==> config.mk <==
export PLATFORM = sky130hd
export DESIGN_NAME = event_rate_meter_peak_normalized
export DESIGN_NICKNAME = d
export VERILOG_FILES = /design/src/hw/rtl/erpn_pkg.sv /design/src/hw/rtl/event_rate_meter_peak_normalized.sv
export VERILOG_INCLUDE_DIRS = /design/src /design/src/hw/rtl
export SDC_FILE = /design/constraint.sdc
export NUM_CORES = 1
export LEC_CHECK = 0
export ABC_CLOCK_PERIOD_IN_PS = 6700
export BUFFER_PORTS_ARGS = -buffer_cell sky130_fd_sc_hd__buf_2
export CAP_MARGIN = 25
export CORE_ASPECT_RATIO = 2
export CORE_MARGIN = 4
export CORE_UTILIZATION = 39
export DETAILED_ROUTE_END_ITERATION = 6
export SYNTH_ARGS = -nofsm -noshare
export SYNTH_HDL_FRONTEND = slang
export SYNTH_SLANG_ARGS = --single-unit
==> constraint.sdc <==
create_clock -name clk -period 6.7 [get_ports clk]
set_input_delay 0 -clock clk [delete_from_list [all_inputs] [get_ports clk]]
set_output_delay 0 -clock clk [all_outputs]
set_load 0.02 [all_outputs]
==> src/hw/rtl/event_rate_meter_peak_normalized_assert.svh <==
// ----------------------------------------------------------------------------
// event rate meter assertion macros
// concurrent checks on clk, disabled while rst is high
// ----------------------------------------------------------------------------
`ifndef EVENT_RATE_METER_PEAK_NORMALIZED_ASSERT_SVH
`define EVENT_RATE_METER_PEAK_NORMALIZED_ASSERT_SVH

// same-cycle implication
`define ERPN_ASSERT_NOW(label, ante, cons, msg) \
  label: assert property (@(posedge clk) disable iff (rst) (ante) |-> (cons)) \
    else $error(msg);

// next-cycle implication
`define ERPN_ASSERT_NEXT(label, ante, cons, msg) \
  label: assert property (@(posedge clk) disable iff (rst) (ante) |=> (cons)) \
    else $error(msg);

`endif

==> src/hw/rtl/erpn_pkg.sv <==
// ----------------------------------------------------------------------------
// erpn_pkg
// widths, reset values, register indexes and state type of the event rate meter
// ----------------------------------------------------------------------------
`default_nettype none

package erpn_pkg;

  localparam int WINDOW_LEN = 20;

  localparam int COUNT_W = 8;
  localparam int SCALE_W = 10;
  localparam int RATE_W  = 18;
  localparam int LEVEL_W = 7;

  localparam int SUM_W  = $clog2(WINDOW_LEN * (2 ** RATE_W - 1) + 1);
  localparam int SLOT_W = $clog2(WINDOW_LEN);
  localparam int REM_W  = $clog2(WINDOW_LEN);
  localparam int CNT_W  = $clog2(SUM_W);
  localparam int PROD_W = RATE_W + LEVEL_W;

  localparam int CFG_IDX_W  = 2;
  localparam int CFG_DATA_W = RATE_W;

  localparam logic [CFG_IDX_W-1:0] CFG_RATE_SCALE = CFG_IDX_W'(0);
  localparam logic [CFG_IDX_W-1:0] CFG_PEAK_FLOOR = CFG_IDX_W'(1);

  localparam logic [SCALE_W-1:0] RATE_SCALE_RESET = SCALE_W'(300);
  localparam logic [RATE_W-1:0]  PEAK_FLOOR_RESET = RATE_W'(100);
  localparam logic [LEVEL_W-1:0] LEVEL_FULL       = LEVEL_W'(100);

  typedef enum logic [2:0] {
    S_IDLE,
    S_MUL,
    S_SUM,
    S_AVG,
    S_PEAK,
    S_LVL,
    S_DONE
  } state_t;

endpackage

`default_nettype wire

==> src/hw/rtl/event_rate_meter_peak_normalized.sv <==
// ----------------------------------------------------------------------------
// event_rate_meter_peak_normalized: windowed event rate with peak level
// an accepted item passes the 8-step multiply, the window sum step, the
// 23-step divide, the peak step and the 7-step level divide to out_valid;
// no new item is taken until the result loads; a stalled result holds the last step
// sync reset: scale 300, peak 100, window and sum zero, no item pending
// ----------------------------------------------------------------------------
`default_nettype none

`include "event_rate_meter_peak_normalized_assert.svh"

module event_rate_meter_peak_normalized (
  input  logic                              clk,
  input  logic                              rst,
  input  logic                              cfg_write,
  input  logic [erpn_pkg::CFG_IDX_W-1:0]    cfg_index,
  input  logic [erpn_pkg::CFG_DATA_W-1:0]   cfg_data,
  input  logic                              in_valid,
  output logic                              in_stall,
  input  logic [erpn_pkg::COUNT_W-1:0]      event_count,
  output logic                              out_valid,
  input  logic                              out_stall,
  output logic [erpn_pkg::LEVEL_W-1:0]      level_percent,
  output logic [erpn_pkg::RATE_W-1:0]       average_rate,
  output logic [erpn_pkg::RATE_W-1:0]       peak_rate
);

  import erpn_pkg::*;

  localparam logic [CNT_W-1:0] MUL_END = CNT_W'(COUNT_W - 1);
  localparam logic [CNT_W-1:0] AVG_END = CNT_W'(SUM_W - 1);
  localparam logic [CNT_W-1:0] LVL_END = CNT_W'(LEVEL_W - 1);

  state_t              state;
  state_t              state_next;
  logic [CNT_W-1:0]    cnt;

  logic [SCALE_W-1:0]  rate_scale;
  logic [RATE_W-1:0]   peak_value;
  logic [RATE_W-1:0]   rate_window [WINDOW_LEN];
  logic [SLOT_W-1:0]   write_slot;
  logic [SUM_W-1:0]    window_sum;

  logic [COUNT_W-1:0]  mshift;
  logic [RATE_W-1:0]   acc;
  logic [REM_W-1:0]    drem;
  logic [SUM_W-1:0]    quo;
  logic [RATE_W-1:0]   avg_q;
  logic [PROD_W-1:0]   lrem;
  logic [PROD_W-1:0]   ldiv;
  logic [LEVEL_W-1:0]  lq;

  logic                out_load;
  logic [RATE_W-1:0]   acc_next;
  logic [SUM_W-1:0]    sum_next;
  logic [REM_W:0]      trial;
  logic                trial_ge;
  logic [RATE_W-1:0]   avg_new;
  logic [RATE_W-1:0]   peak_new;
  logic [PROD_W-1:0]   prod;
  logic                lge;
  logic [SLOT_W-1:0]   slot_next;

  // datapath terms
  always_comb begin
    acc_next  = {acc[RATE_W-2:0], 1'b0} +
                (mshift[COUNT_W-1] ? RATE_W'(rate_scale) : RATE_W'(0));
    sum_next  = window_sum - SUM_W'(rate_window[write_slot]) + SUM_W'(acc);
    slot_next = (write_slot == SLOT_W'(WINDOW_LEN - 1)) ? SLOT_W'(0)
                                                         : write_slot + SLOT_W'(1);
    trial     = {drem, quo[SUM_W-1]};
    trial_ge  = trial >= (REM_W + 1)'(WINDOW_LEN);
    avg_new   = quo[RATE_W-1:0];
    peak_new  = (avg_new > peak_value) ? avg_new : peak_value;
    prod      = PROD_W'(avg_new) * PROD_W'(LEVEL_FULL);
    lge       = lrem >= ldiv;
  end

  // next state
  always_comb begin
    state_next = state;
    unique case (state)
      S_IDLE: if (in_valid) state_next = S_MUL;
      S_MUL:  if (cnt == MUL_END) state_next = S_SUM;
      S_SUM:  state_next = S_AVG;
      S_AVG:  if (cnt == AVG_END) state_next = S_PEAK;
      S_PEAK: state_next = S_LVL;
      S_LVL:  if (cnt == LVL_END) state_next = S_DONE;
      S_DONE: if (!out_valid || !out_stall) state_next = S_IDLE;
      default: state_next = S_IDLE;
    endcase
  end

  // fsm outputs
  always_comb begin
    in_stall = (state != S_IDLE);
    out_load = (state == S_DONE) && (!out_valid || !out_stall);
  end

  // control and stored state
  always_ff @(posedge clk) begin
    if (rst) begin
      state      <= S_IDLE;
      out_valid  <= 1'b0;
      rate_scale <= RATE_SCALE_RESET;
      peak_value <= PEAK_FLOOR_RESET;
      write_slot <= SLOT_W'(0);
      window_sum <= SUM_W'(0);
      for (int i = 0; i < WINDOW_LEN; i++) begin
        rate_window[i] <= RATE_W'(0);
      end
    end else begin
      state <= state_next;
      if (out_load) begin
        out_valid <= 1'b1;
      end else if (out_valid && !out_stall) begin
        out_valid <= 1'b0;
      end
      if (cfg_write && cfg_index == CFG_RATE_SCALE) begin
        rate_scale <= cfg_data[SCALE_W-1:0];
      end
      if (cfg_write && cfg_index == CFG_PEAK_FLOOR) begin
        peak_value <= cfg_data[RATE_W-1:0];
      end else if (state == S_PEAK) begin
        peak_value <= peak_new;
      end
      if (state == S_SUM) begin
        window_sum              <= sum_next;
        rate_window[write_slot] <= acc;
        write_slot              <= slot_next;
      end
    end
  end

  // serial datapath
  always_ff @(posedge clk) begin
    unique case (state)
      S_IDLE: begin
        mshift <= event_count;
        acc    <= RATE_W'(0);
        cnt    <= CNT_W'(0);
      end
      S_MUL: begin
        acc    <= acc_next;
        mshift <= {mshift[COUNT_W-2:0], 1'b0};
        cnt    <= (cnt == MUL_END) ? CNT_W'(0) : cnt + CNT_W'(1);
      end
      S_SUM: begin
        quo  <= sum_next;
        drem <= REM_W'(0);
        cnt  <= CNT_W'(0);
      end
      S_AVG: begin
        drem <= trial_ge ? REM_W'(trial - (REM_W + 1)'(WINDOW_LEN)) : trial[REM_W-1:0];
        quo  <= {quo[SUM_W-2:0], trial_ge};
        cnt  <= (cnt == AVG_END) ? CNT_W'(0) : cnt + CNT_W'(1);
      end
      S_PEAK: begin
        avg_q <= avg_new;
        lrem  <= prod;
        ldiv  <= PROD_W'(peak_new) << (LEVEL_W - 1);
        lq    <= LEVEL_W'(0);
        cnt   <= CNT_W'(0);
      end
      S_LVL: begin
        lrem <= lge ? lrem - ldiv : lrem;
        lq   <= {lq[LEVEL_W-2:0], lge};
        ldiv <= ldiv >> 1;
        cnt  <= (cnt == LVL_END) ? CNT_W'(0) : cnt + CNT_W'(1);
      end
      S_DONE: begin
        cnt <= CNT_W'(0);
      end
      default: begin
        cnt <= CNT_W'(0);
      end
    endcase
  end

  // result register
  always_ff @(posedge clk) begin
    if (out_load) begin
      level_percent <= (peak_value == RATE_W'(0)) ? LEVEL_W'(0) : lq;
      average_rate  <= avg_q;
      peak_rate     <= peak_value;
    end
  end

  `ERPN_ASSERT_NEXT(a_accept_starts, in_valid && !in_stall, state == S_MUL, "no multiply")
  `ERPN_ASSERT_NOW(a_level_bound, out_valid, level_percent <= LEVEL_FULL, "level above full")
  `ERPN_ASSERT_NOW(a_peak_bound, out_valid, peak_rate >= average_rate, "peak below average")
  `ERPN_ASSERT_NOW(a_slot_range, 1'b1, write_slot < SLOT_W'(WINDOW_LEN), "slot past window end")

endmodule

`default_nettype wire
==> flow_metrics.env, run 1 <==
export IMPL_drt_iter0_markers=2078
export IMPL_routed_wl_mm=112
export IMPL_wl_per_cell_um=26.0
export IMPL_critPathArrivalTime_ps=5980
export IMPL_die_area_um2=106000
export IMPL_synthAdderAreaFrac_pct=6.16
export IMPL_postSynthAreaPerCell_um2=13.6
export IMPL_cts_root_buffer="clkbuf_16"
export IMPL_path_class="reg2reg"
export IMPL_hold_depth=4
export IMPL_clockBufferDepth=3
export IMPL_antenna_found_initial=1
export IMPL_cts_buffers=69
export IMPL_post_route_min_period_ps=5510
export IMPL_finalHoldViolCount=0
export IMPL_hp_start="event_count[3]"
export IMPL_fin_nets=3137
export IMPL_layout_common_cells="edfxtp_1, nor3_1, inv_1, mux4_2, nand2_1"
export IMPL_pwr_density_cell_nw_per_um2=419
export IMPL_post_route_period_util_pct=82.2
export IMPL_power_uw=18600
export IMPL_yosys_area_share_simple_pct=10.1
export IMPL_synth_seq_area_share_pct=60.6
export IMPL_io_buffer_count=77
export IMPL_synthXorXnorAreaFrac_pct=1.39
export IMPL_netlist_instances=2883
export IMPL_syn_area_um2=39300
export IMPL_core_area_um2=99900
export IMPL_rsz0062_at_grt="false"
export IMPL_reg2reg_depth=15
export IMPL_status="finished, final reports clean"
export IMPL_clk_latency_ps=640
export IMPL_ios=78
export IMPL_maxCapViolations=0
export IMPL_postSynth_asyncResetShare_pct=0
export IMPL_worst_setup_path_start_kind="flop"
export IMPL_cts_htree_levels=3
export IMPL_synth_edff_count=747
export IMPL_grt_first_pass_wirelength_mm=166
export IMPL_post_route_util_pct=44.3
export IMPL_yosys_warnings=0
export IMPL_path_clk_slew_ps=70
export IMPL_hold_slack_ps=161
export IMPL_cts_tree="built"
export IMPL_start_util_pct=39.3
export IMPL_rows=164
export IMPL_tightest_slew_ps=1050
export IMPL_critPathRequiredTime_ps=7180
export IMPL_grt_max_degree=76
export IMPL_setup_violations=0
export IMPL_synthMuxAreaShare_pct=12.1
export IMPL_nFillCells=8936
export IMPL_synth_compound_area_share_pct=5.65
export IMPL_grt_pass1_vias=25800
export IMPL_antenna_left=0
export IMPL_die_height_um=457
export IMPL_drc=0
export IMPL_synthesis_nets=3089
export IMPL_drtPass1Iterations=5
export IMPL_routabilityCongestion=0.895
export IMPL_final_setup_tns_ps=0
export IMPL_yosys_most_used_dff="edfxtp_1"
export IMPL_max_clock_freq_mhz=182
export IMPL_grt_overflow=0
export IMPL_area_delta_synth_final_pct=12.7
export IMPL_fp_dieW_um=232
export IMPL_skew_ps=17.1
export IMPL_worst_ir_drop_vdd_mv=0.312
export IMPL_mostFrequentLayoutCell="edfxtp_1"
export IMPL_synth_seq_cells=817
export IMPL_viasPerCell=5.69
export IMPL_cts_sinks=817
export IMPL_post_cts_setup_buffers=0
export IMPL_crit_path_max_fanout=23
export IMPL_synth_cell_type_count=68
export IMPL_multi_input_area_um2=14300
export IMPL_slew_violations=0
export IMPL_drive_gt1_share_pct=17.2
export IMPL_leakage_uw=0.0152
export IMPL_min_path_type="in2reg"
export IMPL_via_count=24600
export IMPL_synth_top_family_by_area="multiplexers"
export IMPL_hpwl_mm=74.7
export IMPL_gr_usage_all_layers_pct=21.1
export IMPL_regArea_um2=23800
export IMPL_timing_slew_headroom_pct=29.7
export IMPL_worstSetupEndpointType="flop"
==> stage by stage <==
| stage | area (um2) | cells | setup slack (ps) |
|---|---|---|---|
| after floorplan | 39300 | 2883 | 1720 |
| after global placement | 41500 | 4139 | 1300 |
| after detailed placement | 41500 | 4140 | 1200 |
| after CTS | 44300 | 4314 | 1180 |
| after global routing | 44300 | 4315 | 918 |
| final | 44300 | 4315 | 1190 |
==> timing repair <==
action | CTS | global route
setup endpoints to repair | 0 | 0
endpoints found under the hold margin | 53 | 0
gates resized for setup | 0 | 0
hold buffers | 48 | 0
==> cells in the mapped netlist, types with 3 or more instances <==
cell type | n | share of area, %
a21boi_0 | 3 | 0.057
xnor2_1 | 38 | 0.85
nor2b_1 | 25 | 0.40
a31o_2 | 3 | 0.067
nand2b_1 | 8 | 0.13
mux4_2 | 180 | 10
a211oi_1 | 30 | 0.57
fa_1 | 33 | 1.7
nor4_1 | 13 | 0.21
o21bai_1 | 31 | 0.59
o21a_1 | 12 | 0.23
nand3_1 | 24 | 0.31
mux2_2 | 20 | 0.57
mux2i_1 | 47 | 1.2
a41o_1 | 3 | 0.076
buf_2 | 12 | 0.15
o21ai_0 | 55 | 0.70
a31oi_1 | 6 | 0.095
nand3b_1 | 8 | 0.15
nor3b_1 | 6 | 0.11
clkbuf_1 | 174 | 1.7
ha_1 | 140 | 4.5
o31ai_1 | 8 | 0.15
o211ai_1 | 6 | 0.11
edfxtp_1 | 747 | 57
a211o_1 | 6 | 0.13
or3_1 | 9 | 0.14
nor2_1 | 116 | 1.1
dfxtp_1 | 70 | 3.6
inv_1 | 198 | 1.9
nand4_1 | 15 | 0.24
o31a_1 | 3 | 0.067
nor3_1 | 386 | 4.9
and2_1 | 17 | 0.27
a21boi_1 | 3 | 0.057
nand2_1 | 167 | 1.6
and3_1 | 19 | 0.30
buf_1 | 29 | 0.28
xor2_1 | 22 | 0.49
a221oi_1 | 3 | 0.067
o21ai_1 | 33 | 0.42
a21o_1 | 31 | 0.59
a21oi_1 | 92 | 1.2
==> worst paths after layout <==
| path | slack (ps) | to |
|---|---|---|
| max reg2reg | 1190 | quo[22] |
| min reg2reg | 420 | average_rate[14] |
| min | 160 | mshift[3] |
| max | 1190 | quo[22] |
==> routing by layer <==
metal / track usage (%) / wire length [um] / vias to the layer above
li1: - / - / 11000
met3: 2.60 / 4830 / 265
met4: 13.7 / 8580 / 0
met5: 0 / 0 / -
met1: 21.3 / 36800 / 12500
met2: 39.9 / 61800 / 842
==> flip-flops by register name (all words and copies together) (netlist names), 7 cells and up, named ones only <==
signal         flops
mshift             8
window_sum        23
acc               18
peak_rate         18
peak_value        18
rate_window      576
lq                 7
average_rate      18
avg_q             18
rate_scale        10
ldiv              24
level_percent      7
lrem              25
quo               23
==> final cells by class <==
type | instances | area share, %
well taps | 1328 | 3.75
multi-input cells | 1651 | 32.2
diodes | 1 | 0.00565
repair buffers | 193 | 3.27
inverters | 199 | 1.69
clock buffers | 81 | 4.07
clock inverters | 45 | 1.18
flip-flops and latches | 817 | 53.8
==> logic make-up after synthesis <==
group | count (synthesis)
AOI/OAI and AO/OA | 347
xor gates and xnor gates | 61
adders and majority gates | 174
buffers and inverters | 415
DFF | 817
muxes | 247
and+or+nand+nor | 822
==> worst max-delay path, stage by stage (launching register included) <==
cell      delay, ps
dfxtp_4         710
buf_4           340
mux4_2          530
mux4_2          570
mux2_2          310
fa_1            480
inv_1            70
fa_1            480
a211oi_1        340
o211a_1         260
o31a_1          200
o211ai_1        140
a31oi_1         330
nor2b_1         220
xnor3_1         230
a21oi_1         140
==> power breakdown <==
| part | leakage [uW] | switching (uW) | internal [uW] |
|---|---|---|---|
| clock network | 0.00113 | 1910 | 2340 |
| registers | 0.00788 | 497 | 6380 |
| logic | 0.00623 | 4470 | 2960 |
(Power assumes the default switching activity.)
==> run 2: changes to the inputs <==
--- a/config.mk
+++ b/config.mk
@@ -6,7 +6,7 @@
 export SDC_FILE = /design/constraint.sdc
 export NUM_CORES = 1
 export LEC_CHECK = 0
-export ABC_CLOCK_PERIOD_IN_PS = 6700
+export ABC_CLOCK_PERIOD_IN_PS = 4900
 export BUFFER_PORTS_ARGS = -buffer_cell sky130_fd_sc_hd__buf_2
 export CAP_MARGIN = 25
 export CORE_ASPECT_RATIO = 2
==> constraint.sdc (replaced) <==
create_clock -name clk -period 4.9 [get_ports clk]
set_input_delay 0 -clock clk [delete_from_list [all_inputs] [get_ports clk]]
set_output_delay 0 -clock clk [all_outputs]
set_load 0.02 [all_outputs]
==> flow_metrics.env, run 2 (synthesis gave the netlist of run 1 again) <==
export IMPL_drc=0
export IMPL_drtPass1Iterations=6
export IMPL_grt_pass1_vias=26100
export IMPL_ios=78
export IMPL_fin_nets=3251
export IMPL_placed_cells=4217
export IMPL_fp_dieW_um=232
export IMPL_status="finished, final reports clean"
export IMPL_fin_cells=4429
export IMPL_wl_per_cell_um=26.2
export IMPL_core_area_um2=99900
export IMPL_skew_ps=30.1
export IMPL_min_path_type="in2reg"
export IMPL_pwr_density_cell_nw_per_um2=574
export IMPL_pre_cts_ws_ps=-41.5
export IMPL_final_area_um2=45700
export IMPL_tightest_slew_ps=1080
export IMPL_worst_setup_path_start_kind="flop"
export IMPL_r2r_setup_slack_ps=20
export IMPL_top_regs="rate_window: 576 flops, lrem: 25 flops, ldiv: 24 flops"
export IMPL_rsz0062_at_grt="true"
export IMPL_hpwl_mm=78.2
export IMPL_cts_tree="built"
export IMPL_rows=164
export IMPL_critPathRequiredTime_ps=5290
export IMPL_largest_reg_flops=576
export IMPL_crit_path_top_delay_cell="mux4_2"
export IMPL_post_route_period_util_pct=99.5
export IMPL_cts_buffers=68
export IMPL_post_route_min_period_ps=4880
export IMPL_gr_usage_all_layers_pct=21.1
export IMPL_cts_sinks=817
export IMPL_timing_slew_headroom_pct=27.8
export IMPL_mostFrequentLayoutCell="edfxtp_1"
export IMPL_cts_htree_levels=3
export IMPL_layout_common_cells="edfxtp_1, nor3_1, inv_1, mux4_2, nand2_1"
export IMPL_die_height_um=457
export IMPL_grt_first_pass_wirelength_mm=166
export IMPL_fin_ws_ps=24.4
export IMPL_grt_max_degree=69
export IMPL_critPathArrivalTime_ps=5260
export IMPL_worst_ir_drop_vdd_mv=0.358
export IMPL_maxCapViolations=0
export IMPL_start_util_pct=39.3
export IMPL_setup_violations=0
export IMPL_viasPerCell=5.75
export IMPL_cts_root_buffer="clkbuf_16"
export IMPL_area_delta_synth_final_pct=16.3
export IMPL_leakage_uw=0.0160
export IMPL_crit_path_max_fanout=5
export IMPL_clk_latency_ps=650
export IMPL_largest_register="rate_window"
export IMPL_drive_gt1_share_pct=21.3
export IMPL_max_clock_freq_mhz=205
export IMPL_antenna_found_initial=1
export IMPL_drt_iter0_markers=1948
export IMPL_routabilityCongestion=0.907
export IMPL_io_buffer_count=77
export IMPL_clockBufferDepth=3
export IMPL_antenna_left=0
export IMPL_slew_violations=0
export IMPL_path_clk_slew_ps=70
export IMPL_path_class="reg2reg"
export IMPL_place_area_um2=42100
export IMPL_routed_wl_mm=116
export IMPL_via_count=25500
export IMPL_slowest_delay_ps=550
export IMPL_finalHoldViolCount=0
export IMPL_grt_overflow=0
export IMPL_crit_chain="buf_6 -> buf_4 -> buf_12 -> mux4_2 -> mux4_2 -> mux2_4 -> ha_4 -> inv_1 -> ha_4 -> fa_2 -> a211oi_2 -> buf_4 -> o211a_4 -> o31ai_2 -> a21oi_1 -> o21bai_1 -> a21oi_1 -> xnor2_1 -> mux2_2"
export IMPL_worstSetupEndpointType="flop"
export IMPL_die_area_um2=106000
[run 2: timing repair]
action	4_1_cts	5_1_grt
setup buffers	2	26
pin swaps	2	17
hold buffers	42	0
hold endpoints to repair	52	0
gates cloned	0	15
gates resized for setup	3	70
setup endpoints to repair	4	23
[run 2: layer usage]
metal / wire length, um / vias to the layer above / GRT usage, %
met1: 37100 / 12900 / 21.0
met3: 5550 / 327 / 2.79
met2: 62800 / 1020 / 39.2
li1: - / 11200 / -
met4: 10500 / 0 / 15.7
met5: 0 / - / 0
[run 2: per-stage QoR]
stage	setup TNS, ps	utilization [%]	total power, uW	hold slack (ps)
after floorplan	0	-	16600	118
after global placement	0	42.1	19700	236
final	0	45.7	26200	159
after CTS	-3.45	44.8	25600	128
after global routing	-341	45.7	27800	163
after detailed placement	-41.5	42.1	19900	238
[run 2: worst max-delay path, delay by kind of cell, from the launching register on]
kind / cells / cell delay, ps
buf+inv: 5 / 560
xor+xnor: 1 / 110
flops: 1 / 440
compound gates: 6 / 1030
fa+ha+maj: 3 / 830
mux: 4 / 1630
[run 2: final timing paths]
path	start	endpoint	cells past startpoint
setup / recovery	flop	quo[14]	19
setup reg to reg	flop	quo[14]	19
hold / removal	event_count[4]	mshift[4]	4
hold reg to reg	avg_q[7]	average_rate[7]	0
[run 2: area by class of cell]
class | count | area (um2)
Fill cell | 8763 | 54200
Sequential cell | 817 | 23800
Multi-Input combinational cell | 1651 | 14400
Timing Repair Buffer | 308 | 2860
Clock buffer | 84 | 1840
Tap cell | 1328 | 1660
Inverter | 199 | 747
Clock inverter | 41 | 385
Antenna cell | 1 | 2.50
[run 2: power breakdown]
group	internal (uW)	total, uW	switching [uW]
sequential	8720	9260	538
clock	3010	5600	2590
combinational	4860	11400	6530
==> run 3: changes to the inputs <==
--- a/config.mk
+++ b/config.mk
@@ -6,6 +6,7 @@
 export SDC_FILE = /design/constraint.sdc
 export NUM_CORES = 1
 export LEC_CHECK = 0
+export ABC_AREA = 1
 export ABC_CLOCK_PERIOD_IN_PS = 4900
 export BUFFER_PORTS_ARGS = -buffer_cell sky130_fd_sc_hd__buf_2
 export CAP_MARGIN = 25
==> flow_metrics.env, run 3 <==
export IMPL_die_height_um=461
export IMPL_antenna_left=0
export IMPL_mostFrequentLayoutCell="nor2_1"
export IMPL_viasPerCell=5.58
export IMPL_synth_most_common_cell="nor2_1"
export IMPL_cp_endpoint="quo[20]"
export IMPL_largest_register="rate_window"
export IMPL_cts_buffers=69
export IMPL_wl_per_cell_um=24.2
export IMPL_ios=78
export IMPL_hpwl_mm=93.5
export IMPL_routabilityCongestion=0.948
export IMPL_fin_ws_ps=363
export IMPL_io_buffer_count=77
export IMPL_routed_wl_mm=132
export IMPL_rsz0062_at_grt="false"
export IMPL_cts_root_buffer="clkbuf_16"
export IMPL_post_route_min_period_ps=4540
export IMPL_largest_reg_flops=576
export IMPL_setup_violations=0
export IMPL_start_util_pct=39.5
export IMPL_p_sw_share_pct=44.4
export IMPL_postSynthAreaPerCell_um2=10.0
export IMPL_grt_util_met3_pct=2.93
export IMPL_worst_setup_path_start_kind="flop"
export IMPL_post_cts_setup_buffers=0
export IMPL_gr_usage_all_layers_pct=24.3
export IMPL_synth_seq_cells=817
export IMPL_postSynth_asyncResetShare_pct=0
export IMPL_path_class="reg2reg"
export IMPL_drc=0
export IMPL_cts_hold_fix_buffers=40
export IMPL_final_setup_tns_ps=0
export IMPL_grt_busiest_layer="met2"
export IMPL_skew_ps=32.7
export IMPL_crit_chain="inv_8 -> buf_12 -> o21ai_0 -> o221ai_1 -> nand3_1 -> nand2_1 -> nor2_1 -> a21oi_1 -> fa_1 -> inv_1 -> ha_1 -> nand2_1 -> inv_1 -> nand2_1 -> nor3_1 -> buf_4 -> nand3_1 -> nand4_1 -> a31oi_1"
export IMPL_layout_common_cells="nor2_1, edfxtp_1, o21ai_0, nand2_1, inv_1"
export IMPL_path_clk_slew_ps=70
export IMPL_met1_usage_pct=23.3
export IMPL_clockBufferDepth=3
export IMPL_synth_edff_count=747
export IMPL_grt_max_degree=97
export IMPL_synth_top_area_share_pct=56.1
export IMPL_fin_nets=4295
export IMPL_finalHoldViolCount=0
export IMPL_min_path_type="in2reg"
export IMPL_timing_slew_headroom_pct=29.0
export IMPL_crit_path_max_fanout=79
export IMPL_antenna_found_initial=4
export IMPL_grt_pass1_vias=31300
export IMPL_syn_area_um2=40000
export IMPL_netlist_instances=3988
export IMPL_clkPwrFrac_pct=19.3
export IMPL_clk_latency_ps=650
export IMPL_max_clock_freq_mhz=220
export IMPL_synth_top_area_cell="edfxtp_1"
export IMPL_core_area_um2=101000
export IMPL_critPathRequiredTime_ps=5250
export IMPL_cts_htree_levels=3
export IMPL_drtPass1Iterations=6
export IMPL_r2r_setup_slack_ps=360
export IMPL_reg2reg_depth=19
export IMPL_leakage_uw=0.0175
export IMPL_top_regs="rate_window: 576 flops, lrem: 25 flops, ldiv: 24 flops"
export IMPL_drt_iter0_markers=2771
export IMPL_seqPwrFrac_pct=31.8
export IMPL_p_sw_uw=13500
export IMPL_ys_top_cells_by_area="edfxtp_1, nor2_1, o21ai_0, ha_1, nand2_1"
export IMPL_slowest_delay_ps=490
export IMPL_grt_overflow=0
export IMPL_cp_common_cell="nand2_1"
export IMPL_die_area_um2=108000
export IMPL_slew_violations=0
export IMPL_synth_cell_type_count=50
export IMPL_grt_met2_usage_pct=45.8
export IMPL_ys_top_cells_by_count="nor2_1, edfxtp_1, o21ai_0, nand2_1, inv_1"
export IMPL_reg2reg_to="quo[20]"
export IMPL_fp_dieW_um=234
export IMPL_yosys_warnings=0
export IMPL_pre_cts_ws_ps=389
export IMPL_synthesis_nets=4194
export IMPL_yosys_most_used_dff="edfxtp_1"
export IMPL_status="finished, final reports clean"
export IMPL_tightest_slew_ps=1060
export IMPL_cts_sinks=817
export IMPL_rows=165
export IMPL_worstSetupEndpointType="flop"
export IMPL_area_delta_synth_final_pct=12.7
export IMPL_crit_path_top_delay_cell="fa_1"
export IMPL_combPwrFrac_pct=48.9
export IMPL_postCtsResizedCells=0
export IMPL_worst_ir_drop_vdd_mv=0.593
export IMPL_cts_tree="built"
export IMPL_nFillCells=9519
export IMPL_p_int_uw=16900
export IMPL_grt_first_pass_wirelength_mm=195
export IMPL_via_count=30600
export IMPL_synth_seq_area_share_pct=59.6
export IMPL_drive_gt1_share_pct=9.05
export IMPL_post_route_period_util_pct=92.6
export IMPL_maxCapViolations=0
export IMPL_pwr_density_cell_nw_per_um2=675
export IMPL_critPathArrivalTime_ps=4890
## run 3: routing by layer
metal / vias up / wire, um
met3: 435 / 5900
met2: 1177 / 71400
li1: 14000 / -
met5: - / 34
met4: 4 / 12800
met1: 14900 / 42300
## run 3: logic make-up after synthesis
logic type,synth area share (%)
XOR/XNOR,0.547
flip-flops,59.6
buffers and inverters,5.90
adder cells (fa/ha/maj),6.03
AO/OA/AOI/OAI,12.0
AND/OR/NAND/NOR,15.9
## run 3: how the worst min path moves through the flow
stage / from / endpoint / slack [ps] / cells past startpoint
2_1_floorplan: cfg_data[2] / rate_scale[2] / 130 / 2
3_3_place_gp: cfg_data[2] / rate_scale[2] / 250 / 3
3_5_place_dp: cfg_data[2] / rate_scale[2] / 250 / 3
4_1_cts: rst / rate_scale[8] / 20 / 3
5_1_grt: rst / rate_scale[8] / 70 / 3
6_report: rst / rate_scale[8] / 50 / 3
## run 3: stage by stage
step / instance area (um2) / hold WS (ps) / total power (uW) / cells / util [%]
6_report: 45100 / 46.5 / 30400 / 5481 / 44.5
5_1_grt: 45100 / 71.4 / 32400 / 5481 / 44.5
4_1_cts: 45100 / 17.6 / 30400 / 5479 / 44.5
3_5_place_dp: 42300 / 253 / 24500 / 5313 / 41.8
3_3_place_gp: 42300 / 250 / 24400 / 5312 / 41.7
2_1_floorplan: 40000 / 126 / 19200 / 3988 / -
## run 3: power by group through the flow
stage | Sequential [uW] | Clock, uW | Combinational (uW)
final | 9670 | 5860 | 14900
after global placement | 9800 | 0 | 14600
after CTS | 9670 | 5950 | 14800
after detailed placement | 9810 | 0 | 14700
after floorplan | 9430 | 0 | 9730
after global routing | 9710 | 6200 | 16500
## run 3: layout make-up
| cell class | instances | area, um2 | share of cell area (%) |
|---|---|---|---|
| Antenna cell | 1 | 2.50 | 0.00555 |
| Sequential cell | 817 | 23800 | 52.9 |
| Timing Repair Buffer | 245 | 1950 | 4.32 |
| Clock inverter | 39 | 449 | 0.996 |
| Inverter | 380 | 1440 | 3.19 |
| Multi-Input combinational cell | 2576 | 13900 | 30.7 |
| Clock buffer | 87 | 1880 | 4.17 |
| Tap cell | 1336 | 1670 | 3.71 |
## run 3: critical path, delay by kind of cell, from the launching register on
| kind | cells | cell delay, ps |
|---|---|---|
| and+or+nand+nor | 8 | 1270 |
| buffers and inverters | 5 | 1020 |
| AOI/OAI and AO/OA | 4 | 750 |
| DFF | 1 | 420 |
| adders and majority gates | 2 | 730 |
